File: config.mk
export PLATFORM = sky130hd
export DESIGN_NAME = md5_stream_hash_core_flat
export DESIGN_NICKNAME = d
export VERILOG_FILES = /design/src/rtl/md5s_pkg.sv /design/src/rtl/md5s_if.sv /design/src/rtl/md5_stream_hash_core.sv /design/src/rtl/md5s_ram.sv /design/src/rtl/md5s_round.sv /design/src/flat_wrapper.sv
export SDC_FILE = /design/constraint.sdc
export NUM_CORES = 2
export LEC_CHECK = 0
export BUFFER_PORTS_ARGS = -buffer_cell sky130_fd_sc_hd__buf_4
export CORE_MARGIN = 1.5
export CORE_UTILIZATION = 58
export CTS_CLUSTER_DIAMETER = 80
export DETAILED_ROUTE_END_ITERATION = 12
export PLACE_DENSITY = 0.79
export SLEW_MARGIN = 15
export SYNTH_ARGS = -nofsm -noshare
export SYNTH_HDL_FRONTEND = slang
export SYNTH_HIERARCHICAL = 1
export SYNTH_SLANG_ARGS = --single-unit
File: constraint.sdc
create_clock -name clk -period 12 [get_ports clk]
set_input_delay 0.6 -clock clk [delete_from_list [all_inputs] [get_ports clk]]
set_output_delay 0.6 -clock clk [all_outputs]
set_load 0.005 [all_outputs]
File: src/rtl/md5s_pkg.sv
`timescale 1ns / 1ps
// MD5 stream hash: shared types, initial chaining values and round tables.
// No dependencies; imported by md5_stream_hash_core and md5s_round.
package md5s_pkg;

    typedef logic [31:0]      md5s_word_t;
    typedef logic [3:0][31:0] md5s_chain_t;

    typedef struct packed {
        logic start;
        logic init;
    } md5s_ctrl_t;

    typedef struct packed {
        logic busy;
        logic done;
    } md5s_stat_t;

    localparam int          MD5S_WORDS      = 16;
    localparam logic [7:0]  MD5S_PAD_MARKER = 8'h80;
    localparam logic [5:0]  MD5S_LEN_POS    = 6'd56;
    localparam logic [5:0]  MD5S_LAST_POS   = 6'd63;
    localparam logic [3:0]  MD5S_LEN_BYTES  = 4'd8;
    localparam logic [6:0]  MD5S_FIN_STEP   = 7'd65;

    localparam md5s_chain_t MD5S_INIT = {32'h10325476, 32'h98badcfe,
                                         32'hefcdab89, 32'h67452301};

    function automatic md5s_word_t md5s_k(input logic [5:0] i);
        md5s_word_t k;
        case (i)
            6'd0:  k = 32'hd76aa478;  6'd1:  k = 32'he8c7b756;
            6'd2:  k = 32'h242070db;  6'd3:  k = 32'hc1bdceee;
            6'd4:  k = 32'hf57c0faf;  6'd5:  k = 32'h4787c62a;
            6'd6:  k = 32'ha8304613;  6'd7:  k = 32'hfd469501;
            6'd8:  k = 32'h698098d8;  6'd9:  k = 32'h8b44f7af;
            6'd10: k = 32'hffff5bb1;  6'd11: k = 32'h895cd7be;
            6'd12: k = 32'h6b901122;  6'd13: k = 32'hfd987193;
            6'd14: k = 32'ha679438e;  6'd15: k = 32'h49b40821;
            6'd16: k = 32'hf61e2562;  6'd17: k = 32'hc040b340;
            6'd18: k = 32'h265e5a51;  6'd19: k = 32'he9b6c7aa;
            6'd20: k = 32'hd62f105d;  6'd21: k = 32'h02441453;
            6'd22: k = 32'hd8a1e681;  6'd23: k = 32'he7d3fbc8;
            6'd24: k = 32'h21e1cde6;  6'd25: k = 32'hc33707d6;
            6'd26: k = 32'hf4d50d87;  6'd27: k = 32'h455a14ed;
            6'd28: k = 32'ha9e3e905;  6'd29: k = 32'hfcefa3f8;
            6'd30: k = 32'h676f02d9;  6'd31: k = 32'h8d2a4c8a;
            6'd32: k = 32'hfffa3942;  6'd33: k = 32'h8771f681;
            6'd34: k = 32'h6d9d6122;  6'd35: k = 32'hfde5380c;
            6'd36: k = 32'ha4beea44;  6'd37: k = 32'h4bdecfa9;
            6'd38: k = 32'hf6bb4b60;  6'd39: k = 32'hbebfbc70;
            6'd40: k = 32'h289b7ec6;  6'd41: k = 32'heaa127fa;
            6'd42: k = 32'hd4ef3085;  6'd43: k = 32'h04881d05;
            6'd44: k = 32'hd9d4d039;  6'd45: k = 32'he6db99e5;
            6'd46: k = 32'h1fa27cf8;  6'd47: k = 32'hc4ac5665;
            6'd48: k = 32'hf4292244;  6'd49: k = 32'h432aff97;
            6'd50: k = 32'hab9423a7;  6'd51: k = 32'hfc93a039;
            6'd52: k = 32'h655b59c3;  6'd53: k = 32'h8f0ccc92;
            6'd54: k = 32'hffeff47d;  6'd55: k = 32'h85845dd1;
            6'd56: k = 32'h6fa87e4f;  6'd57: k = 32'hfe2ce6e0;
            6'd58: k = 32'ha3014314;  6'd59: k = 32'h4e0811a1;
            6'd60: k = 32'hf7537e82;  6'd61: k = 32'hbd3af235;
            6'd62: k = 32'h2ad7d2bb;  6'd63: k = 32'heb86d391;
            default: k = 32'h0;
        endcase
        return k;
    endfunction

    // message word used by step i
    function automatic logic [3:0] md5s_g(input logic [5:0] i);
        logic [3:0] n;
        logic [3:0] g;
        n = i[3:0];
        case (i[5:4])
            2'd0:    g = n;
            2'd1:    g = 4'(n * 4'd5 + 4'd1);
            2'd2:    g = 4'(n * 4'd3 + 4'd5);
            default: g = 4'(n * 4'd7);
        endcase
        return g;
    endfunction

    function automatic logic [4:0] md5s_rot(input logic [5:0] i);
        logic [4:0] s;
        case ({i[5:4], i[1:0]})
            4'd0:  s = 5'd7;   4'd1:  s = 5'd12;  4'd2:  s = 5'd17;  4'd3:  s = 5'd22;
            4'd4:  s = 5'd5;   4'd5:  s = 5'd9;   4'd6:  s = 5'd14;  4'd7:  s = 5'd20;
            4'd8:  s = 5'd4;   4'd9:  s = 5'd11;  4'd10: s = 5'd16;  4'd11: s = 5'd23;
            4'd12: s = 5'd6;   4'd13: s = 5'd10;  4'd14: s = 5'd15;  4'd15: s = 5'd21;
            default: s = 5'd7;
        endcase
        return s;
    endfunction

    function automatic md5s_word_t md5s_rotl(input md5s_word_t v, input logic [4:0] s);
        logic [63:0] dbl;
        dbl = {v, v} << s;
        return dbl[63:32];
    endfunction

endpackage

File: src/rtl/md5s_if.sv
`timescale 1ns / 1ps
// MD5 stream hash: valid/ready channel interfaces for message bytes and digest words.
// No dependencies.
interface md5s_in_if;
    logic       valid;
    logic       ready;
    logic [7:0] data_byte;
    logic       byte_present;
    logic       end_of_message;

    modport source (output valid, output data_byte, output byte_present,
                    output end_of_message, input ready);
    modport sink   (input valid, input data_byte, input byte_present,
                    input end_of_message, output ready);
endinterface

interface md5s_out_if;
    logic        valid;
    logic        ready;
    logic [31:0] digest_word;
    logic [1:0]  word_index;
    logic        last_word;

    modport source (output valid, output digest_word, output word_index,
                    output last_word, input ready);
    modport sink   (input valid, input digest_word, input word_index,
                    input last_word, output ready);
endinterface

File: src/rtl/md5_stream_hash_core.sv
`timescale 1ns / 1ps
// MD5 stream hash top level: byte packing, padding sequencer and digest output.
// Depends on md5s_pkg, md5s_if, md5s_ram and md5s_round.
//
//  channel | dir | payload                                   | request taken when
//  msg     | in  | data_byte, byte_present, end_of_message   | valid && ready
//  digest  | out | digest_word, word_index, last_word        | valid && ready
//
// The request that fills a 64-byte block starts one compression (64 steps through
// the word RAM read port, plus start, pipeline and chain add); msg.ready stays
// low meanwhile. Closing a message inserts 9 to 72 padding bytes at one per
// cycle, with one or two compressions, then presents the four digest words in
// turn; digest.ready low holds the current word. Reset needs no clearing pass.
module md5_stream_hash_core
    import md5s_pkg::*;
(
    input  logic             clk,
    input  logic             rst_n,
    md5s_in_if.sink          msg,
    md5s_out_if.source       digest
);

    typedef enum logic [1:0] {
        ST_IDLE,
        ST_PAD,
        ST_CMP,
        ST_OUT
    } state_t;

    state_t      state_reg, state_next;
    logic [5:0]  fill_reg, fill_next;
    logic [63:0] bit_len_reg, bit_len_next;
    logic        end_pend_reg, end_pend_next;
    logic        marker_reg, marker_next;
    logic [3:0]  len_cnt_reg, len_cnt_next;
    logic [1:0]  idx_reg, idx_next;
    logic        start_reg, start_next;
    logic        init_reg, init_next;
    logic [23:0] word_reg, word_next;

    logic        put_valid;
    logic [7:0]  put_byte;
    logic        ram_we;
    md5s_word_t  ram_wdata;
    logic [3:0]  ram_raddr;
    md5s_word_t  ram_rdata;
    md5s_ctrl_t  ctrl;
    md5s_stat_t  stat;
    md5s_chain_t chain;
    logic        msg_take;
    logic        dig_take;

    assign msg.ready = (state_reg == ST_IDLE);
    assign msg_take  = msg.valid && msg.ready;
    assign dig_take  = digest.valid && digest.ready;

    always_comb
    begin
        state_next    = state_reg;
        fill_next     = fill_reg;
        bit_len_next  = bit_len_reg;
        end_pend_next = end_pend_reg;
        marker_next   = marker_reg;
        len_cnt_next  = len_cnt_reg;
        idx_next      = idx_reg;
        start_next    = 1'b0;
        init_next     = 1'b0;
        put_valid     = 1'b0;
        put_byte      = 8'h00;
        case (state_reg)
            ST_IDLE:
            begin
                if (msg_take)
                begin
                    end_pend_next = msg.end_of_message;
                    if (msg.byte_present)
                    begin
                        put_valid    = 1'b1;
                        put_byte     = msg.data_byte;
                        bit_len_next = bit_len_reg + 64'd8;
                    end
                    if (msg.byte_present && fill_reg == MD5S_LAST_POS)
                    begin
                        state_next = ST_CMP;
                        start_next = 1'b1;
                    end
                    else if (msg.end_of_message)
                    begin
                        state_next = ST_PAD;
                    end
                end
            end
            ST_PAD:
            begin
                put_valid = 1'b1;
                if (!marker_reg)
                begin
                    put_byte    = MD5S_PAD_MARKER;
                    marker_next = 1'b1;
                end
                else if (len_cnt_reg == 4'd0 && fill_reg != MD5S_LEN_POS)
                begin
                    put_byte = 8'h00;
                end
                else
                begin
                    put_byte     = bit_len_reg[8 * len_cnt_reg[2:0] +: 8];
                    len_cnt_next = len_cnt_reg + 4'd1;
                end
                if (fill_reg == MD5S_LAST_POS)
                begin
                    state_next = ST_CMP;
                    start_next = 1'b1;
                end
            end
            ST_CMP:
            begin
                if (stat.done)
                begin
                    if (!end_pend_reg)
                    begin
                        state_next = ST_IDLE;
                    end
                    else if (len_cnt_reg == MD5S_LEN_BYTES)
                    begin
                        state_next = ST_OUT;
                    end
                    else
                    begin
                        state_next = ST_PAD;
                    end
                end
            end
            ST_OUT:
            begin
                if (dig_take)
                begin
                    idx_next = idx_reg + 2'd1;
                    if (idx_reg == 2'd3)
                    begin
                        state_next    = ST_IDLE;
                        bit_len_next  = '0;
                        end_pend_next = 1'b0;
                        marker_next   = 1'b0;
                        len_cnt_next  = '0;
                        init_next     = 1'b1;
                    end
                end
            end
            default:
            begin
                state_next = ST_IDLE;
            end
        endcase
        if (put_valid)
        begin
            fill_next = fill_reg + 6'd1;
        end
    end

    // bytes 0..2 of a word wait here; the fourth completes the RAM write
    always_comb
    begin
        word_next = word_reg;
        if (put_valid && fill_reg[1:0] != 2'd3)
        begin
            word_next[8 * fill_reg[1:0] +: 8] = put_byte;
        end
    end

    assign ram_we    = put_valid && (fill_reg[1:0] == 2'd3);
    assign ram_wdata = {put_byte, word_reg};

    always_ff @(posedge clk or negedge rst_n)
    begin
        if (!rst_n)
        begin
            state_reg    <= ST_IDLE;
            fill_reg     <= '0;
            bit_len_reg  <= '0;
            end_pend_reg <= 1'b0;
            marker_reg   <= 1'b0;
            len_cnt_reg  <= '0;
            idx_reg      <= '0;
            start_reg    <= 1'b0;
            init_reg     <= 1'b0;
        end
        else
        begin
            state_reg    <= state_next;
            fill_reg     <= fill_next;
            bit_len_reg  <= bit_len_next;
            end_pend_reg <= end_pend_next;
            marker_reg   <= marker_next;
            len_cnt_reg  <= len_cnt_next;
            idx_reg      <= idx_next;
            start_reg    <= start_next;
            init_reg     <= init_next;
        end
    end

    always_ff @(posedge clk)
    begin
        word_reg <= word_next;
    end

    assign ctrl.start = start_reg;
    assign ctrl.init  = init_reg;

    md5s_ram #(
        .WIDTH (32),
        .DEPTH (MD5S_WORDS)
    ) u_block_ram (
        .clk   (clk),
        .we    (ram_we),
        .waddr (fill_reg[5:2]),
        .wdata (ram_wdata),
        .raddr (ram_raddr),
        .rdata (ram_rdata)
    );

    md5s_round u_round (
        .clk     (clk),
        .rst_n   (rst_n),
        .ctrl    (ctrl),
        .stat    (stat),
        .rd_addr (ram_raddr),
        .rd_data (ram_rdata),
        .chain   (chain)
    );

    assign digest.valid       = (state_reg == ST_OUT);
    assign digest.digest_word = chain[idx_reg];
    assign digest.word_index  = idx_reg;
    assign digest.last_word   = (idx_reg == 2'd3);

    a_no_take_busy: assert property (@(posedge clk) disable iff (!rst_n)
        msg.ready |-> !stat.busy)
        else $error("request accepted during compression");

    a_no_write_busy: assert property (@(posedge clk) disable iff (!rst_n)
        ram_we |-> (!stat.busy && !start_reg))
        else $error("block RAM written during compression");

    a_out_padded: assert property (@(posedge clk) disable iff (!rst_n)
        digest.valid |-> (len_cnt_reg == MD5S_LEN_BYTES && fill_reg == 6'd0))
        else $error("digest presented before padding finished");

    a_clean_restart: assert property (@(posedge clk) disable iff (!rst_n)
        (dig_take && digest.last_word) |=> (fill_reg == 6'd0 && bit_len_reg == 64'd0
                                            && state_reg == ST_IDLE))
        else $error("state not returned to start after digest");

endmodule

File: src/rtl/md5s_ram.sv
`timescale 1ns / 1ps
// Generic single-write, single-read synchronous RAM with registered read data.
// No dependencies.
module md5s_ram #(
    parameter int WIDTH = 32,
    parameter int DEPTH = 16,
    localparam int AW   = $clog2(DEPTH)
) (
    input  logic             clk,
    input  logic             we,
    input  logic [AW-1:0]    waddr,
    input  logic [WIDTH-1:0] wdata,
    input  logic [AW-1:0]    raddr,
    output logic [WIDTH-1:0] rdata
);

    logic [WIDTH-1:0] mem [DEPTH];

    always_ff @(posedge clk)
    begin
        if (we)
        begin
            mem[waddr] <= wdata;
        end
        rdata <= mem[raddr];
    end

endmodule

File: src/rtl/md5s_round.sv
`timescale 1ns / 1ps
// MD5 compression unit: one step per cycle over the block held in the word RAM.
// Depends on md5s_pkg; reads the block RAM owned by the top level.
module md5s_round
    import md5s_pkg::*;
(
    input  logic        clk,
    input  logic        rst_n,
    input  md5s_ctrl_t  ctrl,
    output md5s_stat_t  stat,
    output logic [3:0]  rd_addr,
    input  md5s_word_t  rd_data,
    output md5s_chain_t chain
);

    logic        busy_reg, busy_next;
    logic        done_reg, done_next;
    logic [6:0]  cnt_reg, cnt_next;
    md5s_chain_t chain_reg, chain_next;
    md5s_word_t  a_reg, b_reg, c_reg, d_reg;
    md5s_word_t  a_next, b_next, c_next, d_next;
    logic [5:0]  step;
    md5s_word_t  f;
    md5s_word_t  t;

    // read for step cnt is issued now, its data is used in the next cycle
    assign rd_addr = md5s_g(cnt_reg[5:0]);
    assign step    = 6'(cnt_reg - 7'd1);

    always_comb
    begin
        case (step[5:4])
            2'd0:    f = (b_reg & c_reg) | (~b_reg & d_reg);
            2'd1:    f = (b_reg & d_reg) | (c_reg & ~d_reg);
            2'd2:    f = b_reg ^ c_reg ^ d_reg;
            default: f = c_reg ^ (b_reg | ~d_reg);
        endcase
    end

    assign t = a_reg + f + md5s_k(step) + rd_data;

    always_comb
    begin
        busy_next  = busy_reg;
        done_next  = 1'b0;
        cnt_next   = cnt_reg;
        chain_next = chain_reg;
        a_next     = a_reg;
        b_next     = b_reg;
        c_next     = c_reg;
        d_next     = d_reg;
        if (ctrl.init)
        begin
            chain_next = MD5S_INIT;
        end
        if (ctrl.start)
        begin
            busy_next = 1'b1;
            cnt_next  = '0;
            a_next    = chain_reg[0];
            b_next    = chain_reg[1];
            c_next    = chain_reg[2];
            d_next    = chain_reg[3];
        end
        else if (busy_reg)
        begin
            cnt_next = cnt_reg + 7'd1;
            if (cnt_reg == MD5S_FIN_STEP)
            begin
                chain_next[0] = chain_reg[0] + a_reg;
                chain_next[1] = chain_reg[1] + b_reg;
                chain_next[2] = chain_reg[2] + c_reg;
                chain_next[3] = chain_reg[3] + d_reg;
                busy_next     = 1'b0;
                done_next     = 1'b1;
            end
            else if (cnt_reg != 7'd0)
            begin
                a_next = d_reg;
                d_next = c_reg;
                c_next = b_reg;
                b_next = b_reg + md5s_rotl(t, md5s_rot(step));
            end
        end
    end

    always_ff @(posedge clk or negedge rst_n)
    begin
        if (!rst_n)
        begin
            busy_reg  <= 1'b0;
            done_reg  <= 1'b0;
            cnt_reg   <= '0;
            chain_reg <= MD5S_INIT;
        end
        else
        begin
            busy_reg  <= busy_next;
            done_reg  <= done_next;
            cnt_reg   <= cnt_next;
            chain_reg <= chain_next;
        end
    end

    always_ff @(posedge clk)
    begin
        a_reg <= a_next;
        b_reg <= b_next;
        c_reg <= c_next;
        d_reg <= d_next;
    end

    assign stat.busy = busy_reg;
    assign stat.done = done_reg;
    assign chain     = chain_reg;

    a_start_idle: assert property (@(posedge clk) disable iff (!rst_n)
        ctrl.start |-> !busy_reg)
        else $error("compression started while busy");

    a_finish: assert property (@(posedge clk) disable iff (!rst_n)
        (busy_reg && cnt_reg == MD5S_FIN_STEP && !ctrl.start) |=> (done_reg && !busy_reg))
        else $error("final step did not complete the block");

    a_done_pulse: assert property (@(posedge clk) disable iff (!rst_n)
        done_reg |=> !done_reg)
        else $error("done held longer than one cycle");

endmodule
File: src/flat_wrapper.sv
// flat-port wrapper written by rule: the top's interface ports become plain ports
module md5_stream_hash_core_flat import md5s_pkg::*;
  (clk, rst_n, msg_valid, msg_data_byte, msg_byte_present, msg_end_of_message, msg_ready, digest_valid, digest_digest_word, digest_word_index, digest_last_word, digest_ready);
  md5s_in_if msg_i ();
  md5s_out_if digest_i ();
  input  logic clk;
  input  logic rst_n;
  input wire logic [$bits(msg_i.valid)-1:0] msg_valid;
  input wire logic [$bits(msg_i.data_byte)-1:0] msg_data_byte;
  input wire logic [$bits(msg_i.byte_present)-1:0] msg_byte_present;
  input wire logic [$bits(msg_i.end_of_message)-1:0] msg_end_of_message;
  output wire logic [$bits(msg_i.ready)-1:0] msg_ready;
  output wire logic [$bits(digest_i.valid)-1:0] digest_valid;
  output wire logic [$bits(digest_i.digest_word)-1:0] digest_digest_word;
  output wire logic [$bits(digest_i.word_index)-1:0] digest_word_index;
  output wire logic [$bits(digest_i.last_word)-1:0] digest_last_word;
  input wire logic [$bits(digest_i.ready)-1:0] digest_ready;
  assign msg_i.valid = msg_valid;
  assign msg_i.data_byte = msg_data_byte;
  assign msg_i.byte_present = msg_byte_present;
  assign msg_i.end_of_message = msg_end_of_message;
  assign msg_ready = msg_i.ready;
  assign digest_valid = digest_i.valid;
  assign digest_digest_word = digest_i.digest_word;
  assign digest_word_index = digest_i.word_index;
  assign digest_last_word = digest_i.last_word;
  assign digest_i.ready = digest_ready;
  md5_stream_hash_core u_core (.clk(clk), .rst_n(rst_n), .msg(msg_i), .digest(digest_i));
endmodule
==> impl_metrics.yaml <==
run_status:
  status: "finished with violations"
  violations: "negative hold slack"
die:
  die_w_um: 310
  start_util: 0.585
  die_area_sq_um: 96000
  num_io_pins: 51
  die_y_um: 310
  core_area_sq_um: 93300
  rows: 112
sta:
  max_freq_mhz: 89.1
  hold_ws_ns: -0.0153
  layout_min_cycle_time_ns: 11.22
  fin_skew_ns: 0.0828
  final-hold-violation-count: 2
  min_period_over_period: 0.935
  tightest_slew_ns: 1.18
  rsz0062_at_grt: "no"
  tns_ns: 0
  final_max_slew_viol_count: 0
  max_slew_margin: 0.216
  setup_viol: 0
placement:
  portBuffers: 50
  place.gp.congestion: 1.06
  place_hpwl_mm: 108
logic_synthesis:
  netlist_instances: 4871
  yosysWarnings: 6
  syn_area_sq_um: 54600
  syn_nets: 5179
  avgSynthCellArea_sq_um: 11.2
global_routing:
  track_usage: 0.348
  grt_pass1_vias: 40525
  gr-total-overflow: 0
  antenna_found_initial: 2
  grt_pass1_wl_mm: 251
  grt_max_degree: 117
setup_path:
  crit_end: "u_core/u_round/b_reg[29]$_DFFE_PP_"
  r2r-end: "u_core/u_round/b_reg[29]$_DFFE_PP_"
  crit_type: "flip-flop to flip-flop"
  startpoint: "u_core/u_round/cnt_reg[1]$_DFFE_PN0P_"
  crit_family: "compound AO/OA/AOI/OAI gates"
  crit_slowest_cell: "ha_2"
  cp_slowest_stage_delay_ns: 0.55
  crit_buf_inv: 2
  critPathCaptureType: "flip-flop"
  cp.arrival_ns: 11.62
  cp.required_ns: 12.40
  cp.depth: 40
  critPathMaxFanout: 36
  worstRegToRegCells: 40
  crit_path_start_kind: "flip-flop"
  rr_startpoint: "u_core/u_round/cnt_reg[1]$_DFFE_PN0P_"
  r2r_slack_ns: 0.78
clock_network:
  clk_latency_ns: 0.71
  ctsHoldBuffers: 0
  clk_pin_slew_ns: 0.06
  cts_tree: "done"
  clock_sinks: 912
  htree_num_levels: 3
  cts_root_buffer: "clkbuf_16"
  clock_tree.buffer_depth: 3
  cts_inserted_buffers: 92
route:
  drc: 0
  firstDrtPassIters: 9
  num_vias: 42008
  routedWlPerCell_um: 27.2
  wl_mm: 168
  ant_nets: 0
  viasPerCell: 6.81
  drt_iter0_markers: 5752
worst_hold_path:
  hold_path.class: "input port to async pin"
layout:
  n_antenna_cell: 0
  area_growth_pct: 8.99
  fin_nets: 5142
  layout-drive-gt1-share: 0.145
  largest_reg_flops: 512
flow_run:
  max_cap_viol_count: 0
-- routing by layer --
metal  global-route usage  vias up  routed length [um]
met5                    0        -                  20
met4                0.176        4                9520
met3               0.0727      534               17800
met2                0.541     2679               76500
met1                0.467    20646               64100
li1                     -    18145                   -
-- metrics by stage --
stage	std cells	util	instance area, sq um	worst slack, ns
6_report	6166	0.638	59500	0.782
5_1_grt	6166	0.638	59500	0.178
4_1_cts	6166	0.638	59500	0.838
3_5_place_dp	5994	0.605	56500	0.914
3_3_place_gp	5994	0.605	56500	1.22
2_1_floorplan	4871	-	54600	2.23
-- worst reg2reg max path, delay by kind of cell, from the launching register on --
| kind | cells | cell delay, ns |
|---|---|---|
| simple gates | 4 | 1.16 |
| compound gates | 21 | 4.86 |
| fa+ha+maj | 6 | 2.58 |
| flops | 1 | 0.37 |
| buf+inv | 2 | 0.37 |
| mux | 4 | 0.74 |
| xor+xnor | 3 | 0.87 |
-- worst min path at each step --
stage | from | endpoint | slack, ns | depth (start not counted)
after floorplan | rst_n | u_core/bit_len_reg[10]$_DFFE_PN0P_ | 0.30 | 0
after detailed placement | u_core/u_round/chain[25]$_DFF_PN1_ | u_core/u_round/chain[25]$_DFF_PN1_ | 0.52 | 2
after CTS | rst_n | u_core/bit_len_reg[59]$_DFFE_PN0P_ | 0.02 | 1
after global placement | u_core/u_round/chain[116]$_DFF_PN1_ | u_core/u_round/chain[116]$_DFF_PN1_ | 0.51 | 2
final | rst_n | u_core/bit_len_reg[59]$_DFFE_PN0P_ | -0.02 | 1
after global routing | rst_n | u_core/bit_len_reg[59]$_DFFE_PN0P_ | 0.06 | 1
-- layout make-up --
type	instances	area (sq um)
flip-flops and latches	912	26100
repair buffers	131	1080
clock buffers	128	2530
well taps	1254	1570
multi-input cells	3491	27000
fillers	6983	33800
clock inverters	44	557
inverters	206	774
-- repair_timing --
action                                  in CTS  in global routing
endpoints found under the hold margin        0                  0
gates resized for setup                      0                  2
endpoints found under the setup margin       0                  3
buffers inserted                             0                  0
-- cell usage in the layout (no fill, tap or decap), types with 44 or more instances in the layout --
cell type,n
edfxtp_1,664
nand2_1,414
nor2_1,358
a21oi_1,355
o21ai_0,354
ha_1,221
inv_1,202
mux4_2,175
dfrtp_1,148
xor2_1,137
xnor2_1,135
buf_4,123
mux2_2,109
nand3_1,93
clkbuf_16,92
nor3_1,87
mux2i_1,79
a21o_1,76
a31oi_1,74
fa_1,71
a22oi_1,68
nand3b_1,64
dfstp_2,64
nand2b_1,44
Power is not shown: default switching activity piles up to over one toggle a cycle in this logic, so the estimate is an artifact.
